<file path="src/htfs_pkg.sv">
// ----------------------------------------------------------------------------
// htfs_pkg
// Types, constants and helpers shared by the frame scaler modules.
// ----------------------------------------------------------------------------
package htfs_pkg;

    // Field widths.
    localparam int BYTE_W = 8;
    localparam int POS_W  = 6;
    localparam int IDX_W  = 6;
    localparam int VAL_W  = 14;

    // Default frame lengths in bytes, header and tail included.
    localparam int SHORT_FRAME_BYTES_DEF = 6;
    localparam int LONG_FRAME_BYTES_DEF  = 40;

    // Frame length limits.
    localparam int MIN_FRAME_BYTES = 3;
    localparam int MAX_FRAME_BYTES = 64;

    // Framing bytes and the scale factor 0.43 held in hundredths.
    localparam logic [BYTE_W-1:0] HEADER_BYTE = 8'hE6;
    localparam logic [BYTE_W-1:0] TAIL_BYTE   = 8'hFF;
    localparam logic [VAL_W-1:0]  SCALE_HUNDREDTHS = 14'd43;

    // Controller states.
    typedef enum logic [1:0] {
        ST_RX,
        ST_LOAD,
        ST_HOLD
    } state_t;

    // Commands from the controller to the datapath.
    typedef struct packed {
        logic rx_take;
        logic rd_start;
        logic rd_next;
        logic out_load;
    } cmd_t;

    // Status from the datapath to the controller.
    typedef struct packed {
        logic tail_good;
        logic rd_last;
    } status_t;

    // Limits a frame length to the supported range.
    function automatic int clamp_len(input int n);
        int r;
        r = n;
        if (n < MIN_FRAME_BYTES) r = MIN_FRAME_BYTES;
        if (n > MAX_FRAME_BYTES) r = MAX_FRAME_BYTES;
        return r;
    endfunction

    // Address width of a buffer with the given depth.
    function automatic int addr_w(input int depth);
        return (depth > 1) ? $clog2(depth) : 1;
    endfunction

endpackage

</file>
<file path="src/htfs_ram.sv">
// ----------------------------------------------------------------------------
// htfs_ram
// Simple dual-port RAM: one write port, one read port with registered data.
// ----------------------------------------------------------------------------
module htfs_ram #(
    parameter int WIDTH = 8,
    parameter int DEPTH = 4,
    parameter int AW    = (DEPTH > 1) ? $clog2(DEPTH) : 1
) (
    input  logic             clk,
    input  logic             we,
    input  logic [AW-1:0]    waddr,
    input  logic [WIDTH-1:0] wdata,
    input  logic [AW-1:0]    raddr,
    output logic [WIDTH-1:0] rdata
);

    logic [WIDTH-1:0] mem [DEPTH];
    logic [WIDTH-1:0] rdata_reg;

    // Write port and registered read port.
    always_ff @(posedge clk)
    begin
        if (we)
        begin
            mem[waddr] <= wdata;
        end
        rdata_reg <= mem[raddr];
    end

    assign rdata = rdata_reg;

endmodule

</file>
<file path="src/htfs_datapath.sv">
// ----------------------------------------------------------------------------
// htfs_datapath
// Mode register, per-mode position counters, payload buffers, read index and
// the scaled output register.
// ----------------------------------------------------------------------------
module htfs_datapath #(
    parameter int SHORT_FRAME_BYTES = htfs_pkg::SHORT_FRAME_BYTES_DEF,
    parameter int LONG_FRAME_BYTES  = htfs_pkg::LONG_FRAME_BYTES_DEF
) (
    input  logic                     clk,
    input  logic                     rst_n,
    input  logic                     cfg_we,
    input  logic                     cfg_mode,
    input  logic [htfs_pkg::BYTE_W-1:0] rx_byte,
    input  htfs_pkg::cmd_t           cmd,
    output htfs_pkg::status_t        status,
    output logic [htfs_pkg::IDX_W-1:0] item_index,
    output logic [htfs_pkg::VAL_W-1:0] value_hundredths,
    output logic                     last
);
    import htfs_pkg::*;

    localparam int SHORT_LEN = clamp_len(SHORT_FRAME_BYTES);
    localparam int LONG_LEN  = clamp_len(LONG_FRAME_BYTES);
    localparam int SHORT_PAY = SHORT_LEN - 2;
    localparam int LONG_PAY  = LONG_LEN - 2;
    localparam int SAW = addr_w(SHORT_PAY);
    localparam int LAW = addr_w(LONG_PAY);
    localparam logic [POS_W-1:0] SHORT_TAIL = POS_W'(SHORT_LEN - 1);
    localparam logic [POS_W-1:0] LONG_TAIL  = POS_W'(LONG_LEN - 1);
    localparam logic [POS_W-1:0] SHORT_LAST = POS_W'(SHORT_PAY - 1);
    localparam logic [POS_W-1:0] LONG_LAST  = POS_W'(LONG_PAY - 1);

    logic             mode_reg;
    logic [POS_W-1:0] short_pos_reg, short_pos_next;
    logic [POS_W-1:0] long_pos_reg, long_pos_next;
    logic [POS_W-1:0] rd_idx_reg, rd_idx_next;
    logic [IDX_W-1:0] item_index_reg;
    logic [VAL_W-1:0] value_reg;
    logic             last_reg;

    logic [POS_W-1:0] cur_pos, cur_tail, pos_after, wr_addr;
    logic             wr_en;
    logic [BYTE_W-1:0] short_rdata, long_rdata, rd_byte;

    // Mode register, written from the configuration port.
    always_ff @(posedge clk or negedge rst_n)
    begin
        if (!rst_n)
        begin
            mode_reg <= 1'b0;
        end
        else if (cfg_we)
        begin
            mode_reg <= cfg_mode;
        end
    end

    // Position of the selected mode and its successor.
    assign cur_pos  = mode_reg ? long_pos_reg : short_pos_reg;
    assign cur_tail = mode_reg ? LONG_TAIL : SHORT_TAIL;

    always_comb
    begin
        priority if (cur_pos == '0)
        begin
            pos_after = (rx_byte == HEADER_BYTE) ? POS_W'(1) : '0;
        end
        else if (cur_pos == cur_tail)
        begin
            pos_after = '0;
        end
        else
        begin
            pos_after = cur_pos + POS_W'(1);
        end
    end

    // Only the selected mode advances; the other keeps its place.
    always_comb
    begin
        short_pos_next = short_pos_reg;
        long_pos_next  = long_pos_reg;
        if (cmd.rx_take)
        begin
            if (mode_reg)
            begin
                long_pos_next = pos_after;
            end
            else
            begin
                short_pos_next = pos_after;
            end
        end
    end

    always_ff @(posedge clk or negedge rst_n)
    begin
        if (!rst_n)
        begin
            short_pos_reg <= '0;
            long_pos_reg  <= '0;
        end
        else
        begin
            short_pos_reg <= short_pos_next;
            long_pos_reg  <= long_pos_next;
        end
    end

    // Payload bytes sit between header and tail.
    assign wr_en   = cmd.rx_take && (cur_pos != '0) && (cur_pos != cur_tail);
    assign wr_addr = cur_pos - POS_W'(1);

    // Read index: restarts at zero for a good frame, steps once per result.
    always_comb
    begin
        rd_idx_next = rd_idx_reg;
        if (cmd.rd_start)
        begin
            rd_idx_next = '0;
        end
        else if (cmd.rd_next)
        begin
            rd_idx_next = rd_idx_reg + POS_W'(1);
        end
    end

    always_ff @(posedge clk or negedge rst_n)
    begin
        if (!rst_n)
        begin
            rd_idx_reg <= '0;
        end
        else
        begin
            rd_idx_reg <= rd_idx_next;
        end
    end

    // Payload buffers, one per mode.
    htfs_ram #(
        .WIDTH (BYTE_W),
        .DEPTH (SHORT_PAY),
        .AW    (SAW)
    ) u_short_ram (
        .clk   (clk),
        .we    (wr_en && !mode_reg),
        .waddr (wr_addr[SAW-1:0]),
        .wdata (rx_byte),
        .raddr (rd_idx_next[SAW-1:0]),
        .rdata (short_rdata)
    );

    htfs_ram #(
        .WIDTH (BYTE_W),
        .DEPTH (LONG_PAY),
        .AW    (LAW)
    ) u_long_ram (
        .clk   (clk),
        .we    (wr_en && mode_reg),
        .waddr (wr_addr[LAW-1:0]),
        .wdata (rx_byte),
        .raddr (rd_idx_next[LAW-1:0]),
        .rdata (long_rdata)
    );

    assign rd_byte = mode_reg ? long_rdata : short_rdata;

    // Output register: index, byte times 43, and the end-of-frame mark.
    always_ff @(posedge clk)
    begin
        if (cmd.out_load)
        begin
            item_index_reg <= IDX_W'(rd_idx_reg);
            value_reg      <= VAL_W'({{(VAL_W-BYTE_W){1'b0}}, rd_byte} * SCALE_HUNDREDTHS);
            last_reg       <= status.rd_last;
        end
    end

    // Status toward the controller.
    assign status.tail_good = (cur_pos == cur_tail) && (rx_byte == TAIL_BYTE);
    assign status.rd_last   = (rd_idx_reg == (mode_reg ? LONG_LAST : SHORT_LAST));

    assign item_index       = item_index_reg;
    assign value_hundredths = value_reg;
    assign last             = last_reg;

endmodule

</file>
<file path="src/htfs_ctrl.sv">
// ----------------------------------------------------------------------------
// htfs_ctrl
// Controller: takes bytes, then unloads a good frame one result at a time.
// ----------------------------------------------------------------------------
module htfs_ctrl (
    input  logic              clk,
    input  logic              rst_n,
    input  logic              in_valid,
    output logic              in_ready,
    output logic              out_valid,
    input  logic              out_ready,
    input  htfs_pkg::status_t status,
    output htfs_pkg::cmd_t    cmd
);
    import htfs_pkg::*;

    state_t state_reg, state_next;

    // State register.
    always_ff @(posedge clk or negedge rst_n)
    begin
        if (!rst_n)
        begin
            state_reg <= ST_RX;
        end
        else
        begin
            state_reg <= state_next;
        end
    end

    // Next state.
    always_comb
    begin
        state_next = state_reg;
        unique case (state_reg)
            ST_RX:
            begin
                if (in_valid && status.tail_good)
                begin
                    state_next = ST_LOAD;
                end
            end
            ST_LOAD:
            begin
                state_next = ST_HOLD;
            end
            ST_HOLD:
            begin
                if (out_ready)
                begin
                    state_next = status.rd_last ? ST_RX : ST_LOAD;
                end
            end
            default:
            begin
                state_next = ST_RX;
            end
        endcase
    end

    // Outputs and datapath commands.
    always_comb
    begin
        in_ready     = 1'b0;
        out_valid    = 1'b0;
        cmd.rx_take  = 1'b0;
        cmd.rd_start = 1'b0;
        cmd.rd_next  = 1'b0;
        cmd.out_load = 1'b0;
        unique case (state_reg)
            ST_RX:
            begin
                in_ready     = 1'b1;
                cmd.rx_take  = in_valid;
                cmd.rd_start = in_valid && status.tail_good;
            end
            ST_LOAD:
            begin
                cmd.out_load = 1'b1;
            end
            ST_HOLD:
            begin
                out_valid   = 1'b1;
                cmd.rd_next = out_ready && !status.rd_last;
            end
            default:
            begin
                in_ready = 1'b0;
            end
        endcase
    end

endmodule

</file>
<file path="src/header_tail_frame_scaler.sv">
// ----------------------------------------------------------------------------
// header_tail_frame_scaler
// Fixed-length frame receiver that emits each payload byte scaled by 0.43.
// ----------------------------------------------------------------------------
// While receiving, the block takes one byte per clock. A frame starts with the
// header byte 0xE6 and ends with a tail byte; a good tail (0xFF) starts the
// unload, during which no byte is taken. Each result passes through a payload
// buffer read and the output register and is held until m_tready is high.
// The short and the long mode each keep their own position and buffer, and a
// mode change resumes the selected frame where it stopped.
module header_tail_frame_scaler #(
    parameter int SHORT_FRAME_BYTES = htfs_pkg::SHORT_FRAME_BYTES_DEF,
    parameter int LONG_FRAME_BYTES  = htfs_pkg::LONG_FRAME_BYTES_DEF
) (
    input  logic        clk,
    input  logic        rst_n,
    // Configuration: frame_mode (0 short, 1 long).
    input  logic        cfg_valid,
    output logic        cfg_ready,
    input  logic [0:0]  cfg_data,
    // Input stream. tdata: [7:0] rx_byte.
    input  logic        s_tvalid,
    output logic        s_tready,
    input  logic [7:0]  s_tdata,
    // Output stream. tdata: [5:0] item_index, [19:6] value_hundredths, [23:20] zero.
    output logic        m_tvalid,
    input  logic        m_tready,
    output logic [23:0] m_tdata,
    output logic        m_tlast
);
    import htfs_pkg::*;

    cmd_t             cmd;
    status_t          status;
    logic [IDX_W-1:0] item_index;
    logic [VAL_W-1:0] value_hundredths;

    // Configuration requests are always taken.
    assign cfg_ready = 1'b1;

    htfs_ctrl u_ctrl (
        .clk       (clk),
        .rst_n     (rst_n),
        .in_valid  (s_tvalid),
        .in_ready  (s_tready),
        .out_valid (m_tvalid),
        .out_ready (m_tready),
        .status    (status),
        .cmd       (cmd)
    );

    htfs_datapath #(
        .SHORT_FRAME_BYTES (SHORT_FRAME_BYTES),
        .LONG_FRAME_BYTES  (LONG_FRAME_BYTES)
    ) u_datapath (
        .clk              (clk),
        .rst_n            (rst_n),
        .cfg_we           (cfg_valid && cfg_ready),
        .cfg_mode         (cfg_data[0]),
        .rx_byte          (s_tdata),
        .cmd              (cmd),
        .status           (status),
        .item_index       (item_index),
        .value_hundredths (value_hundredths),
        .last             (m_tlast)
    );

    // Pack the result fields, lowest field first.
    assign m_tdata = {4'b0000, value_hundredths, item_index};

endmodule

</file>
<file path="config.mk">
export PLATFORM = sky130hd
export DESIGN_NAME = header_tail_frame_scaler
export DESIGN_NICKNAME = d
export VERILOG_FILES = /design/src/htfs_pkg.sv /design/src/htfs_ram.sv /design/src/htfs_datapath.sv /design/src/htfs_ctrl.sv /design/src/header_tail_frame_scaler.sv
export SDC_FILE = /design/constraint.sdc
export NUM_CORES = 1
export LEC_CHECK = 0
export BUFFER_PORTS_ARGS = -buffer_cell sky130_fd_sc_hd__buf_2
export CAP_MARGIN = 30
export CORE_AREA = 4 4 256 158
export DETAILED_ROUTE_END_ITERATION = 8
export DIE_AREA = 0 0 260 162
export GPL_TIMING_DRIVEN = 0
export SLEW_MARGIN = 15
export SYNTH_ARGS = -nofsm -noshare
export SYNTH_HDL_FRONTEND = slang
export SYNTH_SLANG_ARGS = --single-unit
</file>
<file path="constraint.sdc">
create_clock -name clk -period 13.5 [get_ports clk]
set_input_delay 0.675 -clock clk [delete_from_list [all_inputs] [get_ports clk]]
set_output_delay 0.675 -clock clk [all_outputs]
set_load 0.02 [all_outputs]
</file>
==> flow_summary_export.csv, run 1 <==
group,metric,value,unit
run_status,status,"finished clean",
logic_synthesis,synth_top_family_by_area,"simple AND/OR/NAND/NOR gates",
logic_synthesis,yosysWarnings,0,
drt,wl_per_cell,23.6,um
clocking,numCtsBuffers,37,
clocking,path_clk_slew,0.07,ns
critical_path,worstSetupPathType,"reg2reg",
drt,final_antenna_net_count,0,
floorplanning,die_h,162,um
sta,fin_crit,4.97,ns
grt,overflow,0,
cells_and_area,largest_reg_flops,304,
logic_synthesis,ys_seq_area_frac,0.696,
sta,slew_viol_final,0,
cells_and_area,area_growth,12.7,%
critical_path,endpoint_kind,"register",
grt,grt_pass1_vias,9696,
cells_and_area,most-common-layout-cells,"357 x edfxtp_1, 165 x nand2_1, 60 x inv_1, 57 x nor2_1, 52 x buf_2",
drt,wl_met2,16100,um
job,cap_violations,0,
logic_synthesis,synth_cell_type_count,62,
pwr,switchingPower,0.878,mW
critical_path,required,13.80,ns
drt,avgViaCountPerCell,5.66,
floorplanning,start_util,0.434,
sta,rsz0062_at_grt,"false",
cells_and_area,largest-register,"u_datapath.u_long_ram.mem",
logic_synthesis,synth_xor_area_frac,0.0116,
drt,drc_errors,0,
grt,antenna_found_initial,0,
clocking,cts.sinks,394,
clocking,cts_tree,"done",
pwr,pwr_density_cell,162,nW/um2
drt,drt-pass1-iter-count,6,
place,post-dp-hpwl,29400,um
grt,grt_max_degree,45,
drt,highest_layer,"met5",
sta,clock_skew,0.0251,ns
pwr,pwr-share-comb,0.191,
place,portBuffers,36,
floorplanning,dieWidth,260,um
clocking,h-tree-depth,2,
sta,clock.fmax,201,MHz
grt,grt_pass1_wl,63600,um
pwr,power.total,3.04,mW
floorplanning,rows,56,
logic_synthesis,synth_compound_area_frac,0.0854,
drt,drt_iter0_markers,1269,
grt,grtUsageTotal,0.204,
sta,finalHoldViolations,0,
logic_synthesis,ys_ff_latch,394,
critical_path,crit_fanout,10,
place,globalplace.congestion,0.940,
cells_and_area,layout-drive-gt1-share,0.123,
sta,finalSetupTns,0,ns
drt,num_vias,10300,
logic_synthesis,synthArstFlopShare,0.0533,
cells_and_area,fin_nets,1332,
logic_synthesis,synth_edf_count,357,
pwr,clkPwrFrac,0.335,
sta,slew_headroom,0.319,
pwr,power.leakage,6.51,nW
sta,final.setup.worst_slack,8.53,ns
sta,tightest_slew,1.02,ns
pwr,ir_drop,0.118,mV
pwr,p_sw_frac,0.289,
floorplanning,core,38300,um2
pwr,p_int,2.16,mW
clocking,clk_latency,0.55,ns
pwr,power_frac_seq,0.474,
logic_synthesis,syn_avg_cell_area,14.1,um2
logic_synthesis,yosys.area_share.adder,0.0417,
sta,final-setup-viol-count,0,
logic_synthesis,synth-main-ff-cell,"edfxtp_1",
cells_and_area,layout_commonest_cell,"edfxtp_1",
sta,fin_crit_sh,0.368,
drt,wl_met3,5030,um
drt,wl,42900,um
critical_path,worstSetupStartpointType,"register",
place,pre_cts_ws,8.55,ns
logic_synthesis,netlist_area,16600,um2
clocking,cts_buffer_depth,3,
clocking,ctsHoldBuffers,0,
logic_synthesis,synthCells,1182,
logic_synthesis,synthSimpleGateAreaFrac,0.0865,
min_path,hold_path_class,"in2async",
cells_and_area,antenna_cells,0,
floorplanning,die_area,42100,um2
clocking,root_buffer,"clkbuf_16",
critical_path,crit_arrival,5.27,ns
clocking,post-cts-setup-buffers,0,
drt,wl_met1,21100,um
logic_synthesis,synth.area.mux_share,0.0460,
clocking,post_cts_resized,0,
floorplanning,ios,42,
-- synthesized netlist by cell type (3+ instances only) --
cell	n	area [um2]
mux4_2	8	180
clkbuf_1	32	120
o21bai_1	5	37.5
mux2_1	12	135
nand2_1	165	619
nor3_1	9	45.0
xor2_1	8	70.1
a221oi_1	9	78.8
buf_4	8	60.1
o22ai_1	41	257
o21ai_0	31	155
dfxtp_1	16	320
a211oi_1	41	308
buf_2	14	70.1
xnor2_1	14	123
edfxtp_1	357	10700
fa_1	9	180
nor2b_1	3	18.8
nand4_1	20	125
and2_1	6	37.5
dfrtp_1	21	526
o211ai_1	8	60.1
a21oi_1	6	30.0
a32oi_1	8	70.1
mux2i_1	29	290
ha_1	41	513
and3_1	12	75.1
a21o_1	5	37.5
nand3_1	33	165
buf_6	5	56.3
inv_1	60	225
mux2_2	13	146
a31oi_1	34	213
nor4_1	3	18.8
nor2_1	57	214
a2111oi_0	8	70.1
-- stage by stage --
step,instance area (um2),instances,hold slack [ns],util
after floorplan,16600,1185,0.379,-
after global placement,17500,1743,0.470,0.456
after detailed placement,17500,1745,0.488,0.457
after CTS,18600,1809,0.0870,0.487
after global routing,18700,1815,0.113,0.489
final,18700,1815,0.0915,0.489
-- worst paths after layout --
path / startpoint / end / slack, ns / depth (start not counted)
max: u_datapath.mode_reg$_DFFE_PN0P_ / u_datapath.value_hundredths[13]$_DFFE_PN_ / 8.53 / 17
min: rst_n / u_datapath.rd_idx_reg[5]$_DFF_PN0_ / 0.09 / 1
max reg2reg: u_datapath.mode_reg$_DFFE_PN0P_ / u_datapath.value_hundredths[13]$_DFFE_PN_ / 8.53 / 17
min reg2reg: u_datapath.short_pos_reg[0]$_DFFE_PN0P_ / u_datapath.short_pos_reg[0]$_DFFE_PN0P_ / 0.50 / 2
max in group asynchronous: rst_n / u_datapath.long_pos_reg[2]$_DFFE_PN0P_ / 13.05 / 1
min in group clk: cfg_data / u_datapath.mode_reg$_DFFE_PN0P_ / 0.37 / 2
-- layout make-up --
cell class / instances / area [um2]
Fill cell: 3363 / 19600
Sequential cell: 394 / 11600
Multi-Input combinational cell: 669 / 4530
Clock buffer: 43 / 970
Tap cell: 522 / 653
Buffer: 59 / 307
Timing Repair Buffer: 44 / 300
Inverter: 63 / 239
Clock inverter: 21 / 181
-- worst max-delay path, stage by stage (launching register included) --
cell and delay (ns):
dfrtp_1 0.31, buf_2 0.25, buf_6 0.20, clkbuf_1 0.49
mux2_2 0.47, ha_1 0.31, ha_1 0.29, ha_1 0.31
ha_1 0.24, fa_1 0.47, a21o_1 0.19, a21oi_1 0.23
o21bai_1 0.10, a21oi_1 0.25, o21bai_1 0.12, a21oi_1 0.25
nand3b_1 0.15, nand3_1 0.07
-- power by group through the flow --
stage / Sequential (mW) / Combinational (mW) / Clock, mW
2_1_floorplan: 1.46 / 0.390 / 0
3_3_place_gp: 1.46 / 0.557 / 0
3_5_place_dp: 1.47 / 0.567 / 0
4_1_cts: 1.44 / 0.571 / 1.03
5_1_grt: 1.44 / 0.648 / 1.09
6_report: 1.44 / 0.582 / 1.02
-- per-layer routing --
metal,up-vias,track usage
li1,4650,-
met1,5112,0.339
met2,455,0.253
met3,45,0.0718
met4,2,0.0355
met5,-,0.0162
-- logic make-up (layout without fill, tap and decap cells) --
family | count (synthesis) | after routing
buffers and inverters | 122 | 230
muxes | 63 | 63
DFF | 394 | 394
AOI/OAI and AO/OA | 207 | 207
xor gates and xnor gates | 22 | 22
adders and majority gates | 50 | 50
and+or+nand+nor | 322 | 322
other | 2 | 5
(Power assumes the default switching activity.)
==> run 2, diff against run 1 <==
clock period = 5.1 ns   (was 13.5 ns; I/O delays follow)
==> flow_summary_export.csv, run 2 (synthesis gave the netlist of run 1 again) <==
group,metric,value,unit
clocking,numCtsBuffers,37,
clocking,clk_latency,0.55,ns
pwr,power_frac_seq,0.474,
pwr,power.total,8.04,mW
critical_path,crit_fanout,19,
pwr,pwr-share-comb,0.192,
cells_and_area,largest_reg_flops,304,
pwr,ir_drop,0.313,mV
floorplanning,rows,56,
grt,grtUsageTotal,0.205,
cells_and_area,antenna_cells,0,
cells_and_area,layout_commonest_cell,"edfxtp_1",
drt,final_antenna_net_count,0,
pwr,switchingPower,2.32,mW
floorplanning,die_h,162,um
critical_path,worstSetupEndpoint,"u_datapath.value_hundredths[13]$_DFFE_PN_",
floorplanning,ios,42,
clocking,root_buffer,"clkbuf_16",
clocking,cts_tree,"done",
floorplanning,start_util,0.434,
sta,fin_crit,4.51,ns
cells_and_area,finish.utilization,0.490,
critical_path,rr_startpoint,"u_datapath.mode_reg$_DFFE_PN0P_",
sta,rsz0062_at_grt,"false",
sta,hold_slack,0.0496,ns
floorplanning,core,38300,um2
clocking,path_clk_slew,0.07,ns
pwr,p_sw_frac,0.288,
clocking,h-tree-depth,2,
grt,overflow,0,
sta,final-setup-viol-count,0,
critical_path,worstSetupStartpointType,"register",
job,cap_violations,0,
drt,wl,42800,um
critical_path,required,5.40,ns
drt,avgViaCountPerCell,5.64,
clocking,cts.sinks,394,
grt,grt_pass1_wl,63700,um
cells_and_area,multi_input_area,4530,um2
critical_path,worstSetupPathType,"reg2reg",
sta,clock.fmax,222,MHz
cells_and_area,n_fill_cell,3362,
pwr,power.leakage,6.53,nW
sta,fin_crit_sh,0.885,
sta,clock_skew,0.0262,ns
place,portBuffers,36,
cells_and_area,fin_nets,1335,
pwr,clkPwrFrac,0.335,
critical_path,r2r-end,"u_datapath.value_hundredths[13]$_DFFE_PN_",
cells_and_area,area.sequential,11600,um2
critical_path,reg2regPathDepth,16,
drt,drt_iter0_markers,1301,
place,post-dp-hpwl,29400,um
cells_and_area,largest-register,"u_datapath.u_long_ram.mem",
sta,tightest_slew,1.02,ns
grt,grt_pass1_vias,9729,
clocking,cts_buffer_depth,3,
run_status,status,"finished clean",
cells_and_area,most-common-layout-cells,"357 x edfxtp_1, 165 x nand2_1, 60 x inv_1, 57 x nor2_1, 52 x buf_2",
cells_and_area,layout-drive-gt1-share,0.123,
sta,slew_headroom,0.314,
drt,num_vias,10300,
critical_path,endpoint_kind,"register",
sta,slew_viol_final,0,
min_path,hold_start,"s_tdata[7]",
sta,finalSetupTns,0,ns
min_path,hold_path_class,"in2reg",
drt,drc_errors,0,
floorplanning,die_area,42100,um2
floorplanning,dieWidth,260,um
sta,finalHoldViolations,0,
place,globalplace.congestion,0.940,
critical_path,crit_start,"u_datapath.mode_reg$_DFFE_PN0P_",
cells_and_area,area_growth,13.0,%
pwr,pwr_density_cell,428,nW/um2
pwr,p_int,5.72,mW
grt,grt_max_degree,45,
drt,wl_per_cell,23.6,um
critical_path,reg2reg_slack,0.59,ns
critical_path,crit_arrival,4.81,ns
drt,drt-pass1-iter-count,6,
grt,antenna_found_initial,0,
## run 2: what timing repair did
action | 4_1_cts | 5_1_grt
setup buffers | 0 | 0
gates resized for setup | 0 | 0
hold buffers | 4 | 0
setup endpoints to repair | 0 | 3
hold endpoints to repair | 23 | 0
## run 2: worst min path at each step
stage	end	slack (ns)	depth (start not counted)
2_1_floorplan	u_ctrl.state_reg[0]$_DFFE_PN0P_	-0.04	0
3_3_place_gp	u_datapath.long_pos_reg[0]$_DFFE_PN0P_	0.25	1
3_5_place_dp	u_datapath.long_pos_reg[0]$_DFFE_PN0P_	0.25	1
4_1_cts	u_datapath.long_pos_reg[0]$_DFFE_PN0P_	0.09	3
5_1_grt	u_datapath.u_long_ram.mem[8][7]$_DFFE_PP_	0.05	1
6_report	u_datapath.u_long_ram.mem[8][7]$_DFFE_PP_	0.05	1
## run 2: cell type report
class | count | area share
Timing Repair Buffer | 48 | 0.0181
Inverter | 63 | 0.0127
Buffer | 58 | 0.0161
Clock buffer | 43 | 0.0516
Tap cell | 522 | 0.0348
Sequential cell | 394 | 0.616
Multi-Input combinational cell | 669 | 0.241
Clock inverter | 21 | 0.00966
## run 2: critical path, stage by stage, from the launching register on
cell and delay, ns:
dfrtp_1 0.31, buf_2 0.25, buf_6 0.26, mux2_2 0.43, ha_1 0.31, ha_1 0.29
ha_1 0.31, ha_1 0.24, fa_1 0.47, a21o_1 0.19, a21oi_1 0.23, o21bai_1 0.11
a21oi_1 0.25, o21bai_1 0.12, a21oi_1 0.25, nand3b_1 0.14, nand3_1 0.07
## run 2: routing by layer
metal  GRT usage  part of all wire  up-vias  wire (um)
met5      0.0162            0.0022        -         93
met4      0.0355             0.013        2        552
met2       0.254              0.38      467      16100
met1       0.339              0.49     5094      21100
met3      0.0722              0.12       47       4980
li1            -                 -     4648          -
## run 2: per-stage QoR
| step | instance area [um2] | setup WS (ns) | std cells |
|---|---|---|---|
| final | 18800 | 0.586 | 1818 |
| after global routing | 18800 | 0.308 | 1818 |
| after CTS | 18700 | 0.138 | 1813 |
| after detailed placement | 17500 | 0.146 | 1745 |
| after global placement | 17500 | 0.191 | 1743 |
| after floorplan | 16600 | 0.863 | 1185 |
## run 2: power groups by stage
stage,Clock (mW),Combinational [mW],Sequential (mW)
after floorplan,0,1.03,3.86
after detailed placement,0,1.50,3.88
after global placement,0,1.47,3.87
final,2.69,1.54,3.81
after CTS,2.73,1.51,3.81
after global routing,2.89,1.72,3.82
